### config.mk
export PLATFORM = sky130hd
export DESIGN_NAME = mrs_ctrl
export DESIGN_NICKNAME = d
export VERILOG_FILES = /design/src/modbus_rtu_register_slave_core_defines.svh /design/src/mrs_pkg.sv /design/src/mrs_ctrl.sv
export SDC_FILE = /design/constraint.sdc
export NUM_CORES = 1
export LEC_CHECK = 0
export BUFFER_PORTS_ARGS = -buffer_cell sky130_fd_sc_hd__buf_2
export CORE_MARGIN = 1
export CORE_UTILIZATION = 43
export CTS_BUF_LIST = sky130_fd_sc_hd__clkbuf_4 sky130_fd_sc_hd__clkbuf_8 sky130_fd_sc_hd__clkbuf_16
export DETAILED_ROUTE_END_ITERATION = 12
export PLACE_DENSITY = 0.77
export SETUP_SLACK_MARGIN = 0.05
export SLEW_MARGIN = 20
export SYNTH_ARGS = -nofsm -noshare
export SYNTH_HDL_FRONTEND = slang
export SYNTH_SLANG_ARGS = --single-unit
### constraint.sdc
create_clock -name clk -period 1.96 [get_ports clk]
set_input_delay 0.294 -clock clk [delete_from_list [all_inputs] [get_ports clk]]
set_output_delay 0.294 -clock clk [all_outputs]
set_load 0.05 [all_outputs]
### src/modbus_rtu_register_slave_core_defines.svh
// Assertion macros used by the top level of the Modbus RTU register slave.
`ifndef MODBUS_RTU_REGISTER_SLAVE_CORE_DEFINES_SVH
`define MODBUS_RTU_REGISTER_SLAVE_CORE_DEFINES_SVH

// Same-cycle implication, sampled on clk and disabled during reset.
`define MRS_ASSERT_IMPL(lbl, ante, cons) \
	lbl: assert property (@(posedge clk) disable iff (!arst_n) (ante) |-> (cons)) \
		else $error("assertion failed");

// Next-cycle implication, sampled on clk and disabled during reset.
`define MRS_ASSERT_NEXT(lbl, ante, cons) \
	lbl: assert property (@(posedge clk) disable iff (!arst_n) (ante) |=> (cons)) \
		else $error("assertion failed");

`endif

### src/mrs_pkg.sv
// Types, constants and the CRC step shared by the Modbus RTU register slave.
package mrs_pkg;

	localparam int FRAME_BYTES_DEF   = 256;
	localparam int HOLDING_DEPTH_DEF = 256;
	localparam int INPUT_DEPTH_DEF   = 256;
	localparam int MAX_READ_REGS_DEF = 29;

	localparam logic [1:0] OP_BUS      = 2'd0;
	localparam logic [1:0] OP_INPUT_WR = 2'd1;
	localparam logic [1:0] OP_HOLD_WR  = 2'd2;
	localparam logic [1:0] OP_HOLD_RD  = 2'd3;

	localparam logic [2:0] OC_NORMAL    = 3'd0;
	localparam logic [2:0] OC_EXCEPTION = 3'd1;
	localparam logic [2:0] OC_DROPPED   = 3'd2;
	localparam logic [2:0] OC_LOCAL     = 3'd3;
	localparam logic [2:0] OC_NONE      = 3'd4;

	localparam logic [1:0] CFG_SLAVE_ID      = 2'd0;
	localparam logic [1:0] CFG_HOLDING_COUNT = 2'd1;
	localparam logic [1:0] CFG_INPUT_COUNT   = 2'd2;

	localparam logic [7:0] FC_READ_HOLDING = 8'd3;
	localparam logic [7:0] FC_READ_INPUT   = 8'd4;
	localparam logic [7:0] FC_WRITE_SINGLE = 8'd6;
	localparam logic [7:0] FC_WRITE_MULTI  = 8'd16;
	localparam logic [7:0] FC_SHORT_LIMIT  = 8'd50;

	localparam logic [7:0] EXC_ILLEGAL_FUNC  = 8'd1;
	localparam logic [7:0] EXC_ILLEGAL_ADDR  = 8'd2;
	localparam logic [7:0] EXC_ILLEGAL_VALUE = 8'd3;
	localparam logic [7:0] EXC_FLAG          = 8'h80;

	localparam logic [15:0] CRC_INIT = 16'hFFFF;
	localparam logic [15:0] CRC_POLY = 16'hA001;

	typedef struct packed {
		logic [1:0]  operation;
		logic [7:0]  rx_byte;
		logic        frame_end;
		logic [7:0]  local_index;
		logic [15:0] local_value;
	} mrs_req_t;

	typedef struct packed {
		logic [7:0]  tx_byte;
		logic        tx_last;
		logic [15:0] read_value;
		logic [2:0]  outcome;
	} mrs_rsp_t;

	typedef enum logic [3:0] {
		ST_CLEAR, ST_IDLE, ST_LREAD, ST_CHECK, ST_DROP, ST_BODY, ST_FETCH,
		ST_CRC_LO, ST_CRC_HI, ST_WR_HI, ST_WR_LO, ST_WR_STORE
	} mrs_state_t;

	typedef enum logic [1:0] {EM_STATUS, EM_BODY, EM_CRC_LO, EM_CRC_HI} mrs_emit_t;

	typedef enum logic [1:0] {MD_EXC, MD_ECHO, MD_READ} mrs_mode_t;

	typedef struct packed {
		logic       accept;
		logic       emit;
		mrs_emit_t  emit_src;
		logic [2:0] status_oc;
		logic       emit_rv;
		logic       check;
		logic       fetch;
		logic       wr6;
		logic       fb_rd;
		logic       hi_latch;
		logic       wr_store;
		logic       clr_step;
	} mrs_cmd_t;

	typedef struct packed {
		logic out_free;
		logic clr_last;
		logic drop;
		logic exc_any;
		logic is_wr6;
		logic wr16_go;
		logic body_last;
		logic next_hi;
		logic wr_last;
	} mrs_status_t;

	function automatic logic [15:0] crc_byte(input logic [15:0] c_in, input logic [7:0] b);
		logic [15:0] c;
		c = c_in ^ {8'h00, b};
		for (int k = 0; k < 8; k++) begin
			if (c[0]) begin
				c = (c >> 1) ^ CRC_POLY;
			end else begin
				c = c >> 1;
			end
		end
		return c;
	endfunction

endpackage

### src/mrs_ctrl.sv
// Controller state machine of the Modbus RTU register slave.
module mrs_ctrl (
	input  logic               clk,
	input  logic               arst_n,
	input  logic               req_valid,
	input  logic [1:0]         req_operation,
	input  logic               req_frame_end,
	output logic               req_ready,
	input  mrs_pkg::mrs_status_t st,
	output mrs_pkg::mrs_cmd_t    cmd
);
	import mrs_pkg::*;

	mrs_state_t state_q, state_d;
	logic accept;

	assign req_ready = (state_q == ST_IDLE) && st.out_free;
	assign accept = req_valid && req_ready;

	always_ff @(posedge clk or negedge arst_n) begin
		if (!arst_n) begin
			state_q <= ST_CLEAR;
		end else begin
			state_q <= state_d;
		end
	end

	always_comb begin
		state_d = state_q;
		unique case (state_q)
			ST_CLEAR: if (st.clr_last) state_d = ST_IDLE;
			ST_IDLE: begin
				if (accept) begin
					if (req_operation == OP_HOLD_RD) begin
						state_d = ST_LREAD;
					end else if (req_operation == OP_BUS && req_frame_end) begin
						state_d = ST_CHECK;
					end
				end
			end
			ST_LREAD: if (st.out_free) state_d = ST_IDLE;
			ST_CHECK: begin
				if (st.drop) begin
					state_d = ST_DROP;
				end else if (st.exc_any || st.is_wr6 || !st.wr16_go) begin
					state_d = ST_BODY;
				end else begin
					state_d = ST_WR_HI;
				end
			end
			ST_DROP: if (st.out_free) state_d = ST_IDLE;
			ST_BODY: begin
				if (st.out_free) begin
					if (st.body_last) begin
						state_d = ST_CRC_LO;
					end else if (st.next_hi) begin
						state_d = ST_FETCH;
					end
				end
			end
			ST_FETCH: state_d = ST_BODY;
			ST_CRC_LO: if (st.out_free) state_d = ST_CRC_HI;
			ST_CRC_HI: if (st.out_free) state_d = ST_IDLE;
			ST_WR_HI: state_d = ST_WR_LO;
			ST_WR_LO: state_d = ST_WR_STORE;
			ST_WR_STORE: state_d = st.wr_last ? ST_BODY : ST_WR_HI;
			default: state_d = ST_IDLE;
		endcase
	end

	always_comb begin
		cmd = '0;
		cmd.emit_src = EM_STATUS;
		cmd.status_oc = OC_NONE;
		unique case (state_q)
			ST_CLEAR: cmd.clr_step = 1'b1;
			ST_IDLE: begin
				cmd.accept = accept;
				if (accept) begin
					unique case (req_operation) inside
						OP_BUS: begin
							cmd.emit = !req_frame_end;
							cmd.status_oc = OC_NONE;
						end
						OP_INPUT_WR, OP_HOLD_WR: begin
							cmd.emit = 1'b1;
							cmd.status_oc = OC_LOCAL;
						end
						default: cmd.emit = 1'b0;
					endcase
				end
			end
			ST_LREAD: begin
				cmd.emit = st.out_free;
				cmd.status_oc = OC_LOCAL;
				cmd.emit_rv = 1'b1;
			end
			ST_CHECK: begin
				cmd.check = 1'b1;
				cmd.wr6 = !st.drop && !st.exc_any && st.is_wr6;
			end
			ST_DROP: begin
				cmd.emit = st.out_free;
				cmd.status_oc = OC_DROPPED;
			end
			ST_BODY: begin
				cmd.emit = st.out_free;
				cmd.emit_src = EM_BODY;
			end
			ST_FETCH: cmd.fetch = 1'b1;
			ST_CRC_LO: begin
				cmd.emit = st.out_free;
				cmd.emit_src = EM_CRC_LO;
			end
			ST_CRC_HI: begin
				cmd.emit = st.out_free;
				cmd.emit_src = EM_CRC_HI;
			end
			ST_WR_HI: cmd.fb_rd = 1'b1;
			ST_WR_LO: begin
				cmd.fb_rd = 1'b1;
				cmd.hi_latch = 1'b1;
			end
			ST_WR_STORE: cmd.wr_store = 1'b1;
			default: cmd = '0;
		endcase
	end

endmodule

# Word level (Yosys, flattened, before mapping)
# Index checks and enable logic that the tools add are counted.
# op_classes
add_sub_neg,0
mul,0
n_div,0
order_cmp,0
eq_ne,21
n_shift,0
mux,29
n_bitwise,0
reduce_logical,19
# ops
op,count
4-bit 2-to-1 mux,12
4-bit case mux with 10 select lines,1
"4-bit by 3-bit == test with 1-bit output, second input constant",4
"4-bit == test, second input constant",4
3-bit case mux with 4 select lines,1
1-bit 2-to-1 mux,10
9-bit OR reduction,1
"4-bit by 2-bit == test with 1-bit output, second input constant",2
"2-bit != test, second input constant",4
7-bit AND reduction,1
3-bit 2-to-1 mux,2
2-bit case mux with 3 select lines,1
1-bit logical AND,5
5-bit OR reduction,1
"2-bit == test, second input constant",2
"4-bit by 1-bit == test with 1-bit output, second input constant",1
1-bit logical NOT,4
4-bit logical NOT,1
1-bit case mux with 2 select lines,2
2-bit OR reduction,2
"3-bit by 1-bit != test with 1-bit output, second input constant",1
"3-bit != test, second input constant",1
3-bit OR reduction,1
"2-bit by 1-bit == test with 1-bit output, second input constant",1
3 further kinds,4
# word_totals
reg_bits,4
latch_bits,0
mem_bits_rw,0
mem_bits_ro,0
inputBits,15
output_inout_bits,16
word_cells,70
memories,0

# Depth between registers and ports, before layout
# Gate-level depths: netlist of run 1.
# logic_depth
word_depth,6
mapped_depth,7
mapped_depth_nobuf,7

# Worst setup path after synthesis of run 1
# Ideal clock, no wire load.
# synth_path
path_kind,register to register
startpoint,reg state_q[0]
endpoint,reg state_q[2]
setup_time_ps,128
t_arrival_ps,2855
t_required_ps,1832
path_slack_ps,-1023
path_stages_with_launch,6
n_path_buf,1
period_less_slack_ps,2983
path_cell_list,dfrtp_1 > buf_2 > nor4_1 > a32oi_2 > o221ai_4 > mux2_1
# synth_via
elab_chain_len,5
word_cells_on_any_way,24
classes_between,eq/ne: 18; mux: 1; reduce/logical: 5
# synth_rtl
item,line,text
"start, declared",mrs_ctrl.sv:14,"mrs_state_t state_q, state_d;"
"start signal, assigned",mrs_ctrl.sv:24,state_q <= state_d;
4-bit by 1-bit == test with 1-bit output,"mrs_ctrl.sv:17, mrs_ctrl.sv:30",
1-bit logical AND,mrs_ctrl.sv:17,assign req_ready = (state_q == ST_IDLE) && st.out_free;
1-bit logical AND,mrs_ctrl.sv:18,assign accept = req_valid && req_ready;
2-bit != test (no source line),--,
7-bit AND reduction (no source line),--,
# Parallel ways exist; a longest one is shown, timed or not.
# A chain may end at the register's enable or synchronous reset.

==> results of run 1 <==
==> final timing paths <==
check / startpoint / to / cells after the start
min in group clk: st[0] / state_q[3]$_DFFE_PN0P_ / 4
hold / removal: arst_n / state_q[3]$_DFFE_PN0P_ / 2
setup reg to reg: state_q[1]$_DFFE_PN0P_ / state_q[2]$_DFFE_PN0P_ / 5
hold reg to reg: state_q[1]$_DFFE_PN0P_ / state_q[1]$_DFFE_PN0P_ / 2
setup / recovery: state_q[2]$_DFFE_PN0P_ / cmd[11] / 6
max in group asynchronous: arst_n / state_q[1]$_DFFE_PN0P_ / 2
==> power breakdown <==
part / switching (mW) / internal, mW
clock network: 0.0392 / 0.0906
logic: 1.10 / 0.678
registers: 0.0763 / 0.133
==> metal layers <==
layer  vias up  track usage
met3         2       0.0173
met1       330        0.318
met5         -            0
li1        381            -
met4         0       0.0517
met2        21        0.463
==> worst reg2reg max path, cell delays in order (launching register included) <==
cell	delay, ns
dfrtp_2	0.36
buf_6	0.19
nor4b_4	0.32
a221oi_4	0.09
o221ai_4	0.31
mux2_1	0.36
==> timing repair <==
action	CTS	global route
setup endpoints to repair	7	7
buffers inserted	0	1
endpoints found under the hold margin	4	0
hold buffers	1	0
gates resized for setup	9	10
gates cloned	0	0
pin swaps	0	4
==> cell families (layout without fill, tap and decap cells) <==
logic type / Yosys count / after routing / synth area share
and+or+nand+nor: 40 / 40 / 0.345
AOI/OAI and AO/OA: 25 / 25 / 0.338
buffers and inverters: 13 / 52 / 0.0882
DFF: 4 / 4 / 0.168
adders and majority gates: 2 / 2 / 0.0420
muxes: 1 / 1 / 0.0189
==> cells in the final DEF, fill, tap and decap left out, types with 2 or more instances in the layout <==
master and instances:
nand2_1 6, a21oi_1 5, buf_2 26, nor3_4 2, nor3_1 2, nand2b_1 2, inv_1 7, ha_1 2
o22ai_1 2, buf_4 6, dfrtp_2 3, buf_6 8, nor2_2 3, o21ai_0 3, a31oi_1 2, nor2_1 12
nor2b_1 3, clkbuf_4 4, o21a_1 2, nand2b_4 2
==> cell usage after synthesis, drive strengths merged <==
cell type,number,area share
inv,7,0.044
nor2,16,0.10
o21ai,4,0.034
and3,1,0.011
a21oi,6,0.050
or3,1,0.011
a221oi,1,0.025
a31oi,2,0.021
nor4b,1,0.025
a32oi,2,0.042
nor4,1,0.011
nor2b,3,0.032
nand2b,5,0.069
dfrtp,4,0.17
a211o,1,0.015
mux2,1,0.019
o21a,2,0.025
o221ai,1,0.044
nand3,1,0.0084
o221a,1,0.019
o32ai,1,0.015
o2bb2ai,1,0.015
nor3,4,0.034
a21boi,1,0.013
ha,2,0.042
nand2,7,0.044
o22ai,2,0.021
clkbuf,3,0.019
buf,3,0.025
==> cell type report <==
| cell class | instances | area share |
|---|---|---|
| repair buffers | 41 | 0.271 |
| inverters | 7 | 0.0259 |
| flip-flops and latches | 4 | 0.102 |
| clock buffers | 4 | 0.0296 |
| well taps | 15 | 0.0185 |
| multi-input cells | 68 | 0.553 |
==> flow_summary.ini, run 1 <==
[run_status]
status = completed

[final_layout]
reg_top3 = state_q x4
final_layout_size_suffix_gt1_frac = 0.548
nets = 142
seq_area_um2 = 104
diodes = 0
fin_util = 0.781
regMostFlops = state_q
multi_input_area_um2 = 562
area_delta_synth_final_pct = 70.6
final_cell_area_um2 = 1020
num-fill-cells = 94
final_cells = 139
largest_register_ffs = 4

[grt]
grt_pass1_vias = 628
antenna_found_initial = 0
grtUsageTotal = 0.253
gr-total-overflow = 0
grt_first_pass_wirelength_um = 2630
grt_max_degree = 17

[logic_synthesis]
seq_area_frac_synth = 0.168
ys_types = 32
yosysWarnings = 0
synth_area_um2 = 596
syn_inst = 85
synth.net_count = 102
ys_ff_latch = 4
syn_area_per_cell_um2 = 7.01

[clocking]
clockBufferDepth = 2
clk_latency_ns = 0.24
cts_buffers = 3
clk_pin_slew_ns = 0.04
root_buffer = clkbuf_4
h-tree-depth = 1
clkSinkCount = 4
cts_tree = done

[timing]
finClkSkew_ns = 0.000851
finalSetupViolCount = 0
whs_ns = 0.395
final_max_slew_viol_count = 0
fin_crit_sh = 0.963
max_slew_margin = 0.771
fin_tns_setup_ns = 0
timing.final.ws_setup_ns = 0.0730
tightest_slew_ns = 0.344
period_minus_slack_ns = 1.89
clock.fmax_mhz = 530
final_hold_viol_count = 0
rsz0062_at_grt = yes

[setup_path]
crit_buf_inv = 2
slowest_delay_ns = 0.45
crit_chain = buf_6 -> nand2b_2 -> nor2_1 -> a21oi_1 -> nor2_2 -> buf_6
cpMaxStageDelayCell = dfrtp_2
worstSetupStartpointType = register
reg2reg_setup_slack_ns = 0.20
path_delay_family = simple AND/OR/NAND/NOR gates
path_max_fanout = 14
critical_path_class = register to primary output
cpMostUsedCell = buf_6
required_ns = 1.67
worstPathArrival_ns = 1.59
worstSetupEndpointType = primary output

[routing]
vias_per_cell = 5.28
wl_met2_um = 960
routed_wirelength_um = 1810
wl_per_cell_um = 13.0
ant_nets = 0
drt-initial-drc-count = 11
wl_met3_um = 65
dr.pass1.iters = 4
drcViolationCount = 0
top_layer = met4
m1WireLength_um = 770
num_vias = 734

[floorplanning]
fp.dieH_um = 39.2
die_x_um = 39.2
initial_core_util = 0.458
num_rows = 13
io_pins = 31
core_um2 = 1300
die-area_um2 = 1540

[power_and_ir_drop]
p_per_area_nw_per_um2 = 2080
finalPower_mw = 2.11
p_leak_nw = 0.478
ir_drop_uv = 1390

[placed_design]
place_inst = 133
routabilityCongestion = 0.799
hpwl_um = 1360
dpl_cell_area_um2 = 908
place_ws_ns = 0.154
io_buffers = 30

[flow_run]
cap_violations = 0

[worst_hold_path]
hold_class = input port to async pin
No activity file was read; power rests on OpenSTA's default activity.
==> inputs of run 2 (changes only) <==
clock period = 2.1 ns   (was 1.96 ns; I/O delays follow)
==> run 2 against run 1 <==
Effect of this change:
- clock power shrank 27%
- sequential cell count is the same
- utilization shrank 7.4 points
- clock skew grew 0.0027 ns
- wire length shrank 8.6%
- highest routed layer unchanged
==> flow_summary.ini, run 2 (synthesized netlist as in run 1, its figures left out) <==
[run_status]
status = completed

[floorplanning]
fp.dieH_um = 39.2
initial_core_util = 0.458
die-area_um2 = 1540
io_pins = 31
core_um2 = 1300
die_x_um = 39.2
num_rows = 13

[setup_path]
crit_path_end = cmd[13]
required_ns = 1.78
rr_startpoint = state_q[0]$_DFFE_PN0P_
crit_start = state_q[1]$_DFFE_PN0P_
path_max_fanout = 8
slowest_delay_ns = 0.46
reg2reg_setup_slack_ns = 0.23
crit_chain = nand2b_4 -> or3_4 -> nor2_4 -> o2bb2ai_2 -> buf_4
path_delay_family = simple AND/OR/NAND/NOR gates
crit_buf_inv = 1
cp.depth = 5
worstPathArrival_ns = 1.68
reg2reg_to = state_q[1]$_DFFE_PN0P_
worstSetupStartpointType = register
reg2reg_depth = 6
worstSetupEndpointType = primary output
cpMaxStageDelayCell = dfrtp_2
critical_path_class = register to primary output

[clocking]
clockBufferDepth = 2
clk_latency_ns = 0.24
clkSinkCount = 4
cts_setup_buffers = 0
root_buffer = clkbuf_4
clk_pin_slew_ns = 0.04
cts_buffers = 3
cts_tree = done
h-tree-depth = 1

[power_and_ir_drop]
p_per_area_nw_per_um2 = 1920
ir_drop_uv = 1250
finalPower_mw = 1.76
p_leak_nw = 0.436

[placed_design]
routabilityCongestion = 0.843
hpwl_um = 1280
io_buffers = 30

[routing]
wl_per_cell_um = 12.3
drcViolationCount = 0
vias_per_cell = 5.36
num_vias = 718
drt-initial-drc-count = 3
routed_wirelength_um = 1650
dr.pass1.iters = 4
ant_nets = 0

[timing]
final_max_slew_viol_count = 0
max_slew_margin = 0.711
whs_ns = 0.416
fin_tns_setup_ns = 0
finalSetupViolCount = 0
rsz0062_at_grt = yes
tightest_slew_ns = 0.431
final_hold_viol_count = 0
clock.fmax_mhz = 502
period_minus_slack_ns = 1.99
finClkSkew_ns = 0.00359
fin_crit_sh = 0.949

[final_layout]
diodes = 0
regMostFlops = state_q
area_delta_synth_final_pct = 54.4
largest_register_ffs = 4
nets = 138
reg_top3 = state_q x4
final_layout_size_suffix_gt1_frac = 0.496
final_common_cell = buf_2
final_cell_mix = 27 x buf_2, 15 x nor2_1, 7 x inv_1, 7 x nand2_1, 7 x buf_4

[worst_hold_path]
hold_class = input port to async pin

[flow_run]
cap_violations = 0

[grt]
grt_max_degree = 14
grt_first_pass_wirelength_um = 2550
grt_pass1_vias = 636
antenna_found_initial = 0
gr-total-overflow = 0
grtUsageTotal = 0.252
==> run 2: changes by cell type in the layout (fill, tap and decap cells not counted), sizes merged <==
| cell | delta |
|---|---|
| buf | -6 |
| clkbuf | +1 |
==> run 2: what timing repair did <==
action	in CTS	in global routing
setup endpoints to repair	5	5
resized for setup	4	6
endpoints found under the hold margin	4	0
hold buffers	1	0
pin swaps	0	0
==> run 2: how the worst min path moves through the flow <==
stage,from,endpoint,slack [ns],cells past startpoint
after global placement,arst_n,state_q[0]$_DFFE_PN0P_,0.12,1
after floorplan,arst_n,state_q[0]$_DFFE_PN0P_,0.02,0
after CTS,arst_n,state_q[1]$_DFFE_PN0P_,0.41,2
final,arst_n,state_q[1]$_DFFE_PN0P_,0.42,2
after detailed placement,arst_n,state_q[3]$_DFFE_PN0P_,0.12,1
after global routing,arst_n,state_q[3]$_DFFE_PN0P_,0.44,2
==> run 2: where the power goes <==
part	switching [mW]	internal (mW)	total [mW]
Clock	0.0306	0.0638	0.0945
Combinational	0.912	0.514	1.43
Sequential	0.119	0.126	0.244
Total	1.06	0.703	1.76
==> run 2: area by class of cell <==
class	count	area, µm²
Fill cell	110	382
Sequential cell	4	105
Tap cell	15	18.8
Clock buffer	3	22.5
Multi-Input combinational cell	68	534
Inverter	7	26.3
Timing Repair Buffer	37	213
==> run 2: per-layer routing <==
metal,share of wire,vias to the layer above,track usage
met5,0,-,0
met1,0.44,317,0.289
met2,0.50,23,0.433
met4,0.028,0,0.155
li1,-,373,-
met3,0.036,5,0.0347
==> run 2: worst register-to-register path, delay by kind of cell (launching register included) <==
family	cells	cell delay (ns)
AO/OA/AOI/OAI	4	0.83
flip-flops	1	0.44
AND/OR/NAND/NOR	1	0.29
buffers and inverters	1	0.20
==> run 2: per-stage QoR <==
stage	std cells	cell area [µm²]	utilization	setup WS, ns
2_1_floorplan	85	682	-	-0.0639
6_report	134	920	0.707	0.106
4_1_cts	134	895	0.688	0.0214
3_5_place_dp	130	856	0.658	0.166
3_3_place_gp	130	856	0.658	0.173
5_1_grt	134	920	0.707	0.00961
==> inputs of run 3 (changes only) <==
--- a/config.mk
+++ b/config.mk
@@ -12,5 +12,5 @@
 export DETAILED_ROUTE_END_ITERATION = 12
 export PLACE_DENSITY = 0.77
-export SETUP_SLACK_MARGIN = 0.05
+export SETUP_SLACK_MARGIN = 0.15
 export SLEW_MARGIN = 20
 export SYNTH_ARGS = -nofsm -noshare
==> constraint.sdc (replaced) <==
create_clock -name clk -period 2.1 [get_ports clk]
set_input_delay 0.105 -clock clk [delete_from_list [all_inputs] [get_ports clk]]
set_output_delay 0.105 -clock clk [all_outputs]
set_load 0.05 [all_outputs]
==> run 3 against run 2 <==
Effect of this change:
- sequential cell count did not move
- largest power group unchanged
- largest cell class unchanged
- clock power is 2.4% higher
- maximum frequency rose by 7.2%
- combinational power fell by 5%
- global-route usage shrank 2.4 points
- utilization fell by 3.8 points
- register-to-register slack hardly changed
- count of clock-buffer cells in the layout is the same
- sequential power decreased by 13%
- non-clock buffer count shrank 1
- critical path depth fell by 1
- clock skew grew 0.0032 ns
==> flow_summary.ini, run 3 (synthesized netlist as in run 1, its figures left out) <==
[grt]
grtUsageTotal = 0.228
gr-total-overflow = 0
grt_max_degree = 14
grt_first_pass_wirelength_um = 2390
antenna_found_initial = 0
grt_pass1_vias = 587

[setup_path]
path_max_fanout = 8
worstSetupStartpointType = register
worstPathArrival_ns = 1.97
worstSetupEndpointType = register
required_ns = 2.21
critical_path_class = register to register

[routing]
routed_wirelength_um = 1560
drcViolationCount = 0
wl_met2_um = 785
vias_per_cell = 5.43
wl_met3_um = 101
num_vias = 722
ant_nets = 0
dr.pass1.iters = 4
drt-initial-drc-count = 15
top_layer = met3
m1WireLength_um = 671
wl_per_cell_um = 11.7

[timing]
fin_tns_setup_ns = 0
finalSetupViolCount = 0
tightest_slew_ns = 0.398
fin_crit_sh = 0.885
finClkSkew_ns = 0.00675
final_max_slew_viol_count = 0
period_minus_slack_ns = 1.86
rsz0062_at_grt = yes
max_slew_margin = 0.735
final_hold_viol_count = 0
clock.fmax_mhz = 538

[clocking]
clk_latency_ns = 0.24
clockBufferDepth = 2
h-tree-depth = 1
clk_pin_slew_ns = 0.04
root_buffer = clkbuf_4
cts_tree = done
cts_setup_buffers = 0
cts_buffers = 3
clkSinkCount = 4

[floorplanning]
num_rows = 13
core_um2 = 1300
io_pins = 31
die-area_um2 = 1540
initial_core_util = 0.458
die_x_um = 39.2
fp.dieH_um = 39.2

[run_status]
status = completed

[final_layout]
final_layout_size_suffix_gt1_frac = 0.449
final_common_cell = buf_2
diodes = 0
area_delta_synth_final_pct = 46.0
largest_register_ffs = 4
reg_top3 = state_q x4
regMostFlops = state_q
final_cells = 133
fin_util = 0.668
nets = 137
final_cell_mix = 28 x buf_2, 15 x nor2_1, 7 x inv_1, 7 x nand2_1

[power_and_ir_drop]
clkPwrFrac = 0.058
p_seq_frac = 0.127
combPwrFrac = 0.815
swShare = 0.609
p_leak_nw = 0.434
power.internal_mw = 0.654
power.net_switching_mw = 1.02
ir_drop_uv = 997
p_per_area_nw_per_um2 = 1920

[placed_design]
routabilityCongestion = 0.837
io_buffers = 30
hpwl_um = 1250
place_inst = 129

[flow_run]
cap_violations = 0

[worst_hold_path]
hold_class = input port to async pin
==> run 3: cell types whose count changed in the layout (fill, tap and decap cells not counted), sizes merged <==
cell | previous run | this run
clkbuf | 5 | 4
==> run 3: worst paths after layout <==
kind                                        startpoint                     end  slack, ns  cells after the start
worst max-delay path            state_q[0]$_DFFE_PN0P_  state_q[2]$_DFFE_PN0P_       0.24                      4
worst min-delay path                            arst_n  state_q[0]$_DFFE_PN0P_       0.20                      2
worst max register to register  state_q[0]$_DFFE_PN0P_  state_q[2]$_DFFE_PN0P_       0.24                      4
worst min register to register  state_q[3]$_DFFE_PN0P_  state_q[3]$_DFFE_PN0P_       0.82                      3
max in group asynchronous                       arst_n  state_q[1]$_DFFE_PN0P_       1.77                      2
min in group clk                                 st[0]  state_q[3]$_DFFE_PN0P_       0.33                      4
==> run 3: area by class of cell <==
type,instances,area [µm²]
multi-input combinational,68,498
fill,113,432
timing repair buffer,36,203
sequential,4,101
inverter,7,26.3
clock buffer,3,22.5
tap,15,18.8
==> run 3: critical path, stage by stage, from the launching register on <==
cell      delay, ns
dfrtp_1        0.46
nand2b_2       0.29
a221oi_2       0.44
o221ai_4       0.21
mux2_1         0.34
==> run 3: power by group through the flow <==
stage               registers [mW]  logic [mW]  clock network [mW]
floorplan                    0.165        1.13                   0
global placement             0.202        1.32                   0
detailed placement           0.206        1.34                   0
CTS                          0.206        1.34               0.103
global route                 0.218        1.46               0.108
finish                       0.212        1.36              0.0968
==> run 3: through the flow <==
stage | setup slack (ns) | hold slack, ns | power, mW | instance area (µm²)
final | 0.241 | 0.199 | 1.67 | 870
after global routing | 0.143 | 0.198 | 1.79 | 870
after CTS | 0.170 | 0.189 | 1.65 | 861
after detailed placement | 0.242 | -0.0881 | 1.54 | 826
after global placement | 0.307 | -0.0885 | 1.52 | 826
after floorplan | 0.0164 | -0.191 | 1.30 | 658
==> run 3: repair_timing <==
action	CTS	global route
hold buffers	1	0
resized for setup	1	3
gates cloned	0	0
hold endpoints to repair	4	0
setup endpoints to repair	1	5
pin swaps	0	0
==> run 3: layer usage <==
| metal | vias to the layer above | GRT usage |
|---|---|---|
| li1 | 371 | - |
| met1 | 327 | 0.277 |
| met2 | 24 | 0.413 |
| met3 | 0 | 0.0694 |
| met4 | 0 | 0 |
| met5 | - | 0 |
